[src/rtl/fvpi_pkg.sv]
// Shared types and constants for the filtered velocity PI loop.
`default_nettype none

package fvpi_pkg;

	localparam int FRAC_BITS_DEF = 16;

	// field and state widths
	localparam int IN_W      = 16;
	localparam int MOVE_W    = 14;
	localparam int ERR_W     = 18;
	localparam int DRIVE_W   = 26;
	localparam int ST_W      = 40;
	localparam int INT_SUM_W = 42;

	// stream and config port widths
	localparam int S_TDATA_W = 48;
	localparam int M_TDATA_W = 32;
	localparam int CFG_W     = 16;
	localparam int CFG_IDX_W = 2;

	localparam int PROP_W  = 15;
	localparam int IGAIN_W = 10;
	localparam int LIMIT_W = 16;

	// shared multiplier: signed A times unsigned B, wide operands in two parts
	localparam int PART_W  = 20;
	localparam int MUL_A_W = 21;
	localparam int MUL_B_W = 32;
	localparam int PROD_W  = 54;

	// divide by 100: clamp, drop two bits, then multiply by ceil(2^35 / 25)
	localparam int                 QIN_W    = 30;
	localparam int                 RECIP_SH = 35;
	localparam logic [30:0]        RECIP_M  = 31'd1374389535;
	localparam logic [31:0]        DIV_SAT  = 32'd3355443200;

	localparam logic [CFG_IDX_W-1:0] REG_PROP_GAIN   = 2'd0;
	localparam logic [CFG_IDX_W-1:0] REG_INTEG_GAIN  = 2'd1;
	localparam logic [CFG_IDX_W-1:0] REG_INTEG_LIMIT = 2'd2;

	localparam logic [PROP_W-1:0]  PROP_GAIN_RST   = 15'd7000;
	localparam logic [IGAIN_W-1:0] INTEG_GAIN_RST  = 10'd35;
	localparam logic [LIMIT_W-1:0] INTEG_LIMIT_RST = 16'd8000;

	typedef enum logic [3:0] {
		ST_IDLE,
		ST_F0, ST_F1, ST_F2, ST_F3, ST_F4,
		ST_I0, ST_I1,
		ST_P0, ST_P1, ST_P2,
		ST_D0, ST_D1, ST_D2, ST_D3,
		ST_OUT
	} state_t;

	typedef enum logic [1:0] {
		ACC_NONE,
		ACC_LOAD,
		ACC_ADD,
		ACC_SHADD
	} acc_op_t;

endpackage

`default_nettype wire

[src/rtl/filtered_velocity_pi_loop.sv]
// Speed-loop PI controller with low-pass filtered error and clamped integral.
//
// Usage:
//   s_* : one transaction per control tick carrying both encoder readings, the
//         move command and the motor-off flag. s_tready is high only while the
//         loop is idle.
//   m_* : one transaction per tick carrying the saturated speed drive. The
//         result sits in an output register until taken.
//   cfg_* : single-cycle register writes (0 prop gain, 1 integral gain,
//         2 integral limit); write only between ticks. Index 3 is ignored.
// Timing: a tick runs through a 15-step sequencer around one shared
//   21x33 multiplier and its accumulator; the result is loaded as the
//   sequencer leaves its last step, and a new tick is taken only from the idle
//   step after that, so no tick is accepted while the last one is in progress.
// Stall: if the previous result has not been taken, the sequencer waits in its
//   last step, holding the new result and the integral clear.
// Reset: gains and limit return to their defaults, filter and integral state
//   clear to zero, output empty. No clearing pass is needed.
`default_nettype none

module filtered_velocity_pi_loop #(
	parameter int FRAC_BITS = fvpi_pkg::FRAC_BITS_DEF
) (
	input  logic                              clk,
	input  logic                              arst_n,
	// s_tdata: left_count[15:0], right_count[31:16], move_command[45:32],
	//          motor_off[46], zero[47]
	input  logic                              s_tvalid,
	output logic                              s_tready,
	input  logic [fvpi_pkg::S_TDATA_W-1:0]    s_tdata,
	// m_tdata: speed_drive[25:0], zero[31:26]
	output logic                              m_tvalid,
	input  logic                              m_tready,
	output logic [fvpi_pkg::M_TDATA_W-1:0]    m_tdata,
	input  logic                              cfg_we,
	input  logic [fvpi_pkg::CFG_IDX_W-1:0]    cfg_index,
	input  logic [fvpi_pkg::CFG_W-1:0]        cfg_data
);
	import fvpi_pkg::*;

	// accumulator must hold filtered*C84 (40+FRAC bits) and the reciprocal product
	localparam int ACC_W = (FRAC_BITS + 42 > 62) ? FRAC_BITS + 42 : 62;

	// filter coefficients 0.84 and 0.16, rounded, summing to exactly one
	localparam logic [FRAC_BITS-1:0] COEF_OLD =
		FRAC_BITS'(((64'd84 << FRAC_BITS) + 64'd50) / 64'd100);
	localparam logic [FRAC_BITS-1:0] COEF_NEW =
		FRAC_BITS'((64'd1 << FRAC_BITS) - 64'(COEF_OLD));

	localparam logic signed [ST_W-1:0] S40_MAX = {1'b0, {(ST_W-1){1'b1}}};
	localparam logic signed [ST_W-1:0] S40_MIN = {1'b1, {(ST_W-1){1'b0}}};
	localparam logic [DRIVE_W-1:0]     S26_MAX = {1'b0, {(DRIVE_W-1){1'b1}}};
	localparam logic [ST_W:0]          BND_MAX = (ST_W+1)'(S40_MAX);
	localparam logic [ACC_W-1:0]       Q_MAX   = ACC_W'(64'd1 << (DRIVE_W-1));

	// configuration
	logic [PROP_W-1:0]  prop_gain_q;
	logic [IGAIN_W-1:0] integ_gain_q;
	logic [LIMIT_W-1:0] integ_limit_q;

	// sequencer
	state_t state_q, state_d;
	logic   out_free;

	// latched tick inputs
	logic signed [ERR_W-1:0]  err_q;
	logic signed [MOVE_W-1:0] move_q;
	logic                     off_q;
	logic signed [ERR_W-1:0]  err_in;

	// loop state
	logic signed [ST_W-1:0] filt_q;
	logic signed [ST_W-1:0] integ_q;

	// intermediates
	logic signed [INT_SUM_W-1:0] int_sum_q;
	logic signed [INT_SUM_W-1:0] int_sum_d;
	logic signed [INT_SUM_W-1:0] bound_pos;
	logic signed [INT_SUM_W-1:0] bound_neg;
	logic        [ST_W:0]        bound_raw;
	logic        [ST_W:0]        bound_lim;
	logic signed [ST_W-1:0]      integ_clamp;
	logic signed [ST_W-1:0]      filt_sat;
	logic                        acc_fits;
	logic        [QIN_W-1:0]     b_q;
	logic                        sum_neg_q;
	logic        [ACC_W-1:0]     mag;
	logic        [ACC_W-1:0]     mag_sh;
	logic        [31:0]          a_lim;
	logic        [DRIVE_W-1:0]   quot;
	logic        [DRIVE_W-1:0]   drive;
	logic        [DRIVE_W-1:0]   drive_q;
	logic                        m_tvalid_q;

	// shared multiplier and accumulator
	logic signed [MUL_A_W-1:0] mul_a;
	logic        [MUL_B_W-1:0] mul_b;
	acc_op_t                   acc_op;
	logic                      acc_hi;
	logic signed [PROD_W-1:0]  prod;
	logic signed [PROD_W-1:0]  p_s1;
	acc_op_t                   acc_op_s1;
	logic                      hi_s1;
	logic signed [ACC_W-1:0]   p_ext;
	logic signed [ACC_W-1:0]   p_sh;
	logic signed [ACC_W-1:0]   acc_q;

	//--------------------------------------------------------------------
	// Configuration registers; value bits above a register's width dropped
	//--------------------------------------------------------------------
	always_ff @(posedge clk or negedge arst_n) begin
		if (!arst_n) begin
			prop_gain_q   <= PROP_GAIN_RST;
			integ_gain_q  <= INTEG_GAIN_RST;
			integ_limit_q <= INTEG_LIMIT_RST;
		end else if (cfg_we) begin
			case (cfg_index)
				REG_PROP_GAIN:   prop_gain_q   <= cfg_data[PROP_W-1:0];
				REG_INTEG_GAIN:  integ_gain_q  <= cfg_data[IGAIN_W-1:0];
				REG_INTEG_LIMIT: integ_limit_q <= cfg_data[LIMIT_W-1:0];
				default: ;
			endcase
		end
	end

	//--------------------------------------------------------------------
	// Sequencer: next state
	//--------------------------------------------------------------------
	assign out_free = !m_tvalid_q || m_tready;

	always_comb begin
		state_d = state_q;
		case (state_q)
			ST_IDLE: if (s_tvalid) state_d = ST_F0;
			ST_F0:   state_d = ST_F1;
			ST_F1:   state_d = ST_F2;
			ST_F2:   state_d = ST_F3;
			ST_F3:   state_d = ST_F4;
			ST_F4:   state_d = ST_I0;
			ST_I0:   state_d = ST_I1;
			ST_I1:   state_d = ST_P0;
			ST_P0:   state_d = ST_P1;
			ST_P1:   state_d = ST_P2;
			ST_P2:   state_d = ST_D0;
			ST_D0:   state_d = ST_D1;
			ST_D1:   state_d = ST_D2;
			ST_D2:   state_d = ST_D3;
			ST_D3:   state_d = ST_OUT;
			ST_OUT:  if (out_free) state_d = ST_IDLE;
			default: state_d = ST_IDLE;
		endcase
	end

	always_ff @(posedge clk or negedge arst_n) begin
		if (!arst_n) begin
			state_q <= ST_IDLE;
		end else begin
			state_q <= state_d;
		end
	end

	//--------------------------------------------------------------------
	// Sequencer: multiplier operands and accumulator command per step.
	// Wide values go in as low part (zero-extended) then high part (shifted).
	//--------------------------------------------------------------------
	always_comb begin
		s_tready = 1'b0;
		mul_a    = '0;
		mul_b    = '0;
		acc_op   = ACC_NONE;
		acc_hi   = 1'b0;
		case (state_q)
			ST_IDLE: s_tready = 1'b1;
			// filtered * C84
			ST_F0: begin
				mul_a  = {1'b0, filt_q[PART_W-1:0]};
				mul_b  = MUL_B_W'(COEF_OLD);
				acc_op = ACC_LOAD;
			end
			ST_F1: begin
				mul_a  = MUL_A_W'($signed(filt_q[ST_W-1:PART_W]));
				mul_b  = MUL_B_W'(COEF_OLD);
				acc_op = ACC_ADD;
				acc_hi = 1'b1;
			end
			// floor shift, then + error * C16
			ST_F2: begin
				mul_a  = MUL_A_W'(err_q);
				mul_b  = MUL_B_W'(COEF_NEW);
				acc_op = ACC_SHADD;
			end
			// filtered * prop_gain
			ST_I0: begin
				mul_a  = {1'b0, filt_q[PART_W-1:0]};
				mul_b  = MUL_B_W'(prop_gain_q);
				acc_op = ACC_LOAD;
			end
			ST_I1: begin
				mul_a  = MUL_A_W'($signed(filt_q[ST_W-1:PART_W]));
				mul_b  = MUL_B_W'(prop_gain_q);
				acc_op = ACC_ADD;
				acc_hi = 1'b1;
			end
			// + integral * integ_gain
			ST_P0: begin
				mul_a  = {1'b0, integ_q[PART_W-1:0]};
				mul_b  = MUL_B_W'(integ_gain_q);
				acc_op = ACC_ADD;
			end
			ST_P1: begin
				mul_a  = MUL_A_W'($signed(integ_q[ST_W-1:PART_W]));
				mul_b  = MUL_B_W'(integ_gain_q);
				acc_op = ACC_ADD;
				acc_hi = 1'b1;
			end
			// clamped magnitude / 4 times reciprocal of 25
			ST_D1: begin
				mul_a  = {1'b0, b_q[PART_W-1:0]};
				mul_b  = MUL_B_W'(RECIP_M);
				acc_op = ACC_LOAD;
			end
			ST_D2: begin
				mul_a  = MUL_A_W'(b_q[QIN_W-1:PART_W]);
				mul_b  = MUL_B_W'(RECIP_M);
				acc_op = ACC_ADD;
				acc_hi = 1'b1;
			end
			default: ;
		endcase
	end

	//--------------------------------------------------------------------
	// Shared multiplier, registered product, accumulator in the next cycle
	//--------------------------------------------------------------------
	assign prod = mul_a * $signed({1'b0, mul_b});

	always_ff @(posedge clk) begin
		p_s1  <= prod;
		hi_s1 <= acc_hi;
	end

	always_ff @(posedge clk or negedge arst_n) begin
		if (!arst_n) begin
			acc_op_s1 <= ACC_NONE;
		end else begin
			acc_op_s1 <= acc_op;
		end
	end

	assign p_ext = ACC_W'(p_s1);
	assign p_sh  = hi_s1 ? (p_ext <<< PART_W) : p_ext;

	always_ff @(posedge clk) begin
		case (acc_op_s1)
			ACC_LOAD:  acc_q <= p_sh;
			ACC_ADD:   acc_q <= acc_q + p_sh;
			ACC_SHADD: acc_q <= (acc_q >>> FRAC_BITS) + p_sh;
			default: ;
		endcase
	end

	//--------------------------------------------------------------------
	// Side datapath
	//--------------------------------------------------------------------
	assign err_in = -(ERR_W'($signed(s_tdata[IN_W-1:0]))
		+ ERR_W'($signed(s_tdata[2*IN_W-1:IN_W])));

	// filter saturation to 40-bit signed
	assign acc_fits = (&acc_q[ACC_W-1:ST_W-1]) || !(|acc_q[ACC_W-1:ST_W-1]);
	assign filt_sat = acc_fits ? acc_q[ST_W-1:0] : (acc_q[ACC_W-1] ? S40_MIN : S40_MAX);

	// integral update and symmetric clamp; bound capped to the 40-bit range
	assign int_sum_d = INT_SUM_W'(filt_q) + INT_SUM_W'(integ_q)
		+ (INT_SUM_W'(move_q) <<< FRAC_BITS);
	assign bound_raw = (ST_W+1)'(integ_limit_q) << FRAC_BITS;
	assign bound_lim = (bound_raw > BND_MAX) ? BND_MAX : bound_raw;
	assign bound_pos = $signed(INT_SUM_W'(bound_lim));
	assign bound_neg = -bound_pos;
	assign integ_clamp = (int_sum_q > bound_pos) ? bound_pos[ST_W-1:0] :
		(int_sum_q < bound_neg) ? bound_neg[ST_W-1:0] : int_sum_q[ST_W-1:0];

	// |sum| / 2^FRAC, clamped at the value that already saturates the drive
	assign mag    = acc_q[ACC_W-1] ? $unsigned(-acc_q) : $unsigned(acc_q);
	assign mag_sh = mag >> FRAC_BITS;
	assign a_lim  = (mag_sh >= ACC_W'(DIV_SAT)) ? DIV_SAT : mag_sh[31:0];

	// quotient is at most 2^25; sign follows the negated sum
	assign quot  = acc_q[RECIP_SH +: DRIVE_W];
	assign drive = sum_neg_q ? (quot[DRIVE_W-1] ? S26_MAX : quot) : (DRIVE_W'(0) - quot);

	// tick inputs and intermediates
	always_ff @(posedge clk) begin
		case (state_q)
			ST_IDLE: begin
				if (s_tvalid) begin
					err_q  <= err_in;
					move_q <= $signed(s_tdata[2*IN_W+MOVE_W-1:2*IN_W]);
					off_q  <= s_tdata[2*IN_W+MOVE_W];
				end
			end
			ST_I0: int_sum_q <= int_sum_d;
			ST_D0: begin
				b_q       <= a_lim[31:2];
				sum_neg_q <= acc_q[ACC_W-1];
			end
			ST_OUT: if (out_free) drive_q <= drive;
			default: ;
		endcase
	end

	// loop state and output valid
	always_ff @(posedge clk or negedge arst_n) begin
		if (!arst_n) begin
			filt_q     <= '0;
			integ_q    <= '0;
			m_tvalid_q <= 1'b0;
		end else begin
			case (state_q)
				ST_F4: filt_q <= filt_sat;
				ST_I1: integ_q <= integ_clamp;
				ST_OUT: if (out_free && off_q) integ_q <= '0;
				default: ;
			endcase
			if (state_q == ST_OUT && out_free) begin
				m_tvalid_q <= 1'b1;
			end else if (m_tready) begin
				m_tvalid_q <= 1'b0;
			end
		end
	end

	assign m_tvalid = m_tvalid_q;
	assign m_tdata  = M_TDATA_W'(drive_q);

`ifndef SYNTHESIS
	a_start: assert property (@(posedge clk) disable iff (!arst_n)
		(s_tvalid && s_tready) |=> (state_q == ST_F0))
		else $error("accepted tick did not start the sequence");

	a_off_clear: assert property (@(posedge clk) disable iff (!arst_n)
		(state_q == ST_OUT && out_free && off_q) |=> (integ_q == '0))
		else $error("integral not cleared with motor off");

	a_int_bound: assert property (@(posedge clk) disable iff (!arst_n)
		(state_q == ST_P0) |->
		(INT_SUM_W'(integ_q) <= bound_pos && INT_SUM_W'(integ_q) >= bound_neg))
		else $error("integral outside its clamp");

	a_quot_range: assert property (@(posedge clk) disable iff (!arst_n)
		(state_q == ST_OUT) |-> (!acc_q[ACC_W-1] && ($unsigned(acc_q) >> RECIP_SH) <= Q_MAX))
		else $error("divide result above saturation point");

	a_valid_src: assert property (@(posedge clk) disable iff (!arst_n)
		$rose(m_tvalid_q) |-> ($past(state_q) == ST_OUT))
		else $error("result raised outside the output step");
`endif

endmodule

`default_nettype wire
[config.mk]
export PLATFORM = sky130hd
export DESIGN_NAME = filtered_velocity_pi_loop
export DESIGN_NICKNAME = d
export VERILOG_FILES = /design/src/rtl/fvpi_pkg.sv /design/src/rtl/filtered_velocity_pi_loop.sv
export SDC_FILE = /design/constraint.sdc
export NUM_CORES = 2
export LEC_CHECK = 0
export BUFFER_PORTS_ARGS = -buffer_cell sky130_fd_sc_hd__buf_2
export CORE_AREA = 2 2 300 361
export DETAILED_ROUTE_END_ITERATION = 8
export DIE_AREA = 0 0 302 363
export GPL_ROUTABILITY_DRIVEN = 0
export PLACE_DENSITY = 0.61
export RECOVER_POWER = 100
export SLEW_MARGIN = 20
export SYNTH_ARGS = -nofsm -noshare
export SYNTH_HDL_FRONTEND = slang
export SYNTH_SLANG_ARGS = --single-unit
[constraint.sdc]
create_clock -name clk -period 11.5 [get_ports clk]
set_input_delay 2.3 -clock clk [delete_from_list [all_inputs] [get_ports clk]]
set_output_delay 2.3 -clock clk [all_outputs]
set_load 0.005 [all_outputs]
# Yosys cells after proc, flatten, opt, wreduce, memory -nomap -nowiden
# Index checks and enable logic that the tools add are counted.
[classes] add_sub_neg=9 multipliers=1 order_cmp=4 n_eq_ne=23 n_mux=22 reduce_logical=29
[ops] op="$mux 40" n=5
[ops] op="$pmux 62 s3" n=1
[ops] op="$pmux 31 s5" n=1
[ops] op="$pmux 21 s7" n=1
[ops] op="$mux 62" n=2
[ops] op="$pmux 40 s2" n=1
[ops] op="$pmux 4 s16" n=1
[ops] op="$add 46x62->62" n=1
[ops] op="$add 62x62->62" n=1
[ops] op="$neg 62->62" n=1
[ops] op="$mul 21x32->53" n=1
[ops] op="$ge 46x32->1 const B" n=1
[ops] op="$add 41x30->42" n=1
[ops] op="$gt 42x40->1" n=1
[ops] op="$lt 42x42->1" n=1
[ops] op="$neg 39->42" n=1
[ops] op="$add 40x40->41" n=1
[ops] op="$gt 32x39->1 const B" n=1
[ops] op="$mux 39" n=1
[ops] op="$eq 4x4->1 const B" n=8
[ops] op="$mux 26" n=1
[ops] op="$sub 1x26->26 const A" n=1
[ops] op="$mux 25" n=1
[ops] op="$reduce_and 23->1" n=1
[ops] op="24 further kinds" n=52
[word_totals] register_bits=377 inputBits=71 word_cells=106

# Depth between registers and ports, before layout
[logic_depth] depth_word=7 mapped_depth=37

# Worst setup path before layout
# No wires, ideal clock.
[synth_path] path_type="reg2reg" start="register state_q[0]" end="register p_s1[52]" arrival_ns=8.661 t_required_ns=11.382 slack_ns=2.721 path_stages_with_launch=37 synth_period_minus_slack_ns=8.779 cell_sequence="dfrtp_1 -> clkbuf_1 -> nor2b_1 -> clkbuf_1 -> nand2b_1 -> a21oi_1 -> clkbuf_1 -> a221oi_1 -> nand3_1 -> clkbuf_1 -> nand2_1 -> fa_1 -> inv_1 -> fa_1 -> inv_1 -> fa_1 -> inv_1 -> fa_1 -> inv_1 -> fa_1 -> inv_1 -> fa_1 -> inv_1 -> fa_1 -> inv_1 -> ha_1 -> nand2_1 -> o21ai_0 -> nand2b_1 -> a31oi_1 -> o211ai_1 -> a21oi_1 -> and3_1 -> a2bb2oi_1 -> a41o_1 -> o221a_2 -> xnor2_1"
[synth_between] elab_chain_cells=4
[synth_rtl] item="from (decl)" line="filtered_velocity_pi_loop.sv:62" source="state_t state_q, state_d;"
[synth_rtl] item="from (signal assigned)" line="filtered_velocity_pi_loop.sv:158" source="state_q <= state_d;"
[synth_rtl] item="$eq 4x3->1 (tied with other cells)" line="filtered_velocity_pi_loop.sv:172" source="case (state_q)"
[synth_rtl] item="$reduce_or 2->1 (no source line)"
[synth_rtl] item="$pmux 21 s7 or $pmux 31 s5 (tied branches)" line="filtered_velocity_pi_loop.sv:172"
[synth_rtl] item="$mul 21x32->53 *" line="filtered_velocity_pi_loop.sv:235" source="assign prod = mul_a * $signed({1'b0, mul_b});"
[synth_rtl] item="net prod[52]" line="filtered_velocity_pi_loop.sv:100" source="logic signed [PROD_W-1:0] prod;"
[synth_rtl] item="to (signal assigned)" line="filtered_velocity_pi_loop.sv:238" source="p_s1 <= prod;"
[synth_rtl] item="to (decl)" line="filtered_velocity_pi_loop.sv:101" source="logic signed [PROD_W-1:0] p_s1;"
# The timed path passes the listed nets; every way through them passes the cells marked *.
# A chain may end at the register's enable or synchronous reset.

# Final worst setup path
[layout_path] start="register state_q[1]" end="register p_s1[52]"
# The elaborated chain is that of the path after synthesis.

==> results.sh <==
export IMPL_core_area_um2=106000
export IMPL_grt_pass1_wl_mm=196
export IMPL_met2_length_mm=58.6
export IMPL_synth_largest_area_cell="fa_1"
export IMPL_port_buffers=97
export IMPL_setup_violations=0
export IMPL_dp_hpwl_mm=102
export IMPL_vias=33000
export IMPL_clk_path_buf_depth=3
export IMPL_fillers=10300
export IMPL_status="complete, but fails checks"
export IMPL_synth_main_ff_cell="edfxtp_1"
export IMPL_path_clk_slew_ns=0.07
export IMPL_rsz0062_at_grt="no"
export IMPL_fp_dieW_um=302
export IMPL_r2r_start="state_q[1]"
export IMPL_min_period_over_period_pct=90.3
export IMPL_cts_hold_repair_buffers=0
export IMPL_vias_per_cell=5.52
export IMPL_drt_wl_total_mm=126
export IMPL_cp_startpoint="state_q[1]"
export IMPL_critPathCaptureType="register"
export IMPL_synth_seq_area_share_pct=24.0
export IMPL_synth_top_area_share_pct=21.2
export IMPL_antenna_found_initial=0
export IMPL_min_period_ns=10.38
export IMPL_worst_path_buf_inv=10
export IMPL_cts_made_buffers=44
export IMPL_rows=131
export IMPL_critPathRequiredTime_ns=12.04
export IMPL_top_layer="met4"
export IMPL_fp_dieH_um=363
export IMPL_max_stage_delay_ns=0.65
export IMPL_timing_setup_tns_ns=0
export IMPL_netlist_instances=4520
export IMPL_max_slew_margin_pct=-161
export IMPL_drt_iter0_drc=2531
export IMPL_synth_commonest_cells="644 x inv_1, 447 x fa_1, 432 x ha_1"
export IMPL_nNetsFinal=5494
export IMPL_fmax_mhz=96.3
export IMPL_num_antenna_cells=0
export IMPL_yosys_warnings=0
export IMPL_cts_resized=0
export IMPL_synth_async_sr_flop_share_pct=34.0
export IMPL_drv_slew=541
export IMPL_multiInputGateArea_um2=28900
export IMPL_die_area_um2=110000
export IMPL_netlist_area_um2=42200
export IMPL_post_cts_buffers=0
export IMPL_areaGrowthSynthToFinish_pct=8.14
export IMPL_m1WireLength_mm=51.4
export IMPL_wl_met3_mm=7.06
export IMPL_cp_data_arrival_time_ns=10.92
export IMPL_pin_count=105
export IMPL_synth_area_top_cells="fa_1 21%, edfxtp_1 14%, ha_1 13%"
export IMPL_drt_pass1_iter_count=6
export IMPL_grt_ovfl_total=0
export IMPL_ys_types=90
export IMPL_crit_type="register to register"
export IMPL_regArea_um2=10100
export IMPL_ys_ff_latch=376
export IMPL_wire_per_inst_um=21.1
export IMPL_fin_worst_skew_ns=0.0692
export IMPL_grt_max_degree=78
export IMPL_clkLatencyLatePin_ns=0.63
export IMPL_violations="max-capacitance violations, max-slew violations"
export IMPL_cp_start_kind="register"
export IMPL_crit_family="adder cells"
export IMPL_start_util_pct=39.8
export IMPL_first_global_vias=33300
export IMPL_hold_path_class="register to register"
export IMPL_hold_start="int_sum_q[3]"
export IMPL_synth_edf_count=194
export IMPL_slowest_stage="dfrtp_1"
export IMPL_cts_htree_levels=2
export IMPL_root_buffer="clkbuf_16"
export IMPL_grt_usage_pct=23.3
export IMPL_clock_sinks=376
export IMPL_cts_tree="yes"
export IMPL_tightestPinTransition_ns=3.92
export IMPL_ant_nets=0
export IMPL_fin_util_pct=43.0
export IMPL_drc=0
export IMPL_synth_most_common_cell="inv_1"
export IMPL_path_max_fanout=19
export IMPL_cap_violations=12
export IMPL_synth_avg_cell_area_um2=9.34
export IMPL_drive_gt1_share_pct=9.02
export IMPL_report_final_hold_viol_count=0
[final cells by class]
type / instances / area share, %
Tap cell: 1396 / 3.83
Multi-Input combinational cell: 3302 / 63.4
Inverter: 645 / 5.31
Sequential cell: 376 / 22.2
Clock buffer: 48 / 2.45
Clock inverter: 34 / 0.677
Timing Repair Buffer: 175 / 2.16
[per-stage QoR]
stage	cell area (um2)	cells	hold slack [ns]	setup slack, ns
after floorplan	42200	4528	0.460	2.72
after global placement	44400	5893	0.475	1.24
after detailed placement	44400	5894	0.487	1.20
after CTS	45800	5976	0.490	1.18
after global routing	45600	5976	0.513	0.394
final	45600	5976	0.493	1.12
[worst paths after layout]
kind | cells after the start | to | slack, ns
worst max-delay path | 34 | p_s1[52] | 1.12
worst min-delay path | 1 | integ_q[3] | 0.49
worst max register to register | 34 | p_s1[52] | 1.12
worst min register to register | 1 | integ_q[3] | 0.49
max in group asynchronous | 2 | filt_q[1] | 3.68
min in group asynchronous | 1 | integ_q[31] | 2.82
[state kept, by name, indices dropped and copies added (netlist names), 18 cells and up]
register	cells
filt_q	40
int_sum_q	42
err_q	18
integ_q	40
acc_q	62
drive_q	26
b_q	30
p_s1	53
[routing by layer]
layer	up-vias	GRT usage [%]
li1	15300	-
met1	16300	29.8
met2	1056	38.1
met3	274	2.73
met4	0	13.4
met5	-	0
[layout by cell type (no fill, tap or decap), drive strengths merged, types with 37 or more instances in the layout]
master	instances
a21o	116
a21oi	314
a22oi	37
buf	143
clkbuf	80
dfrtp	112
dfxtp	54
edfxtp	194
fa	447
ha	432
inv	650
mux2	134
nand2	375
nand3	61
nor2	358
nor2b	56
nor3	49
o21ai	211
xnor2	121
xor2	73
[cells by family after synthesis]
logic type,Yosys count,synth area share (%)
flops,376,24.0
simple gates,1126,12.3
buf+inv,850,7.69
fa+ha+maj,879,34.0
mux,137,3.65
compound gates,956,14.3
other cells,2,0.0178
xor+xnor,194,4.03
[worst reg2reg max path: cells and delay by family (launching register included)]
kind / cells / cell delay [ns]
buffers and inverters: 10 / 1.37
adders and majority gates: 8 / 4.01
xor gates and xnor gates: 1 / 0.14
DFF: 1 / 0.65
AOI/OAI and AO/OA: 7 / 2.02
and+or+nand+nor: 8 / 2.16
Power is not shown: default switching activity piles up to over one toggle a cycle in this logic, so the estimate is an artifact.
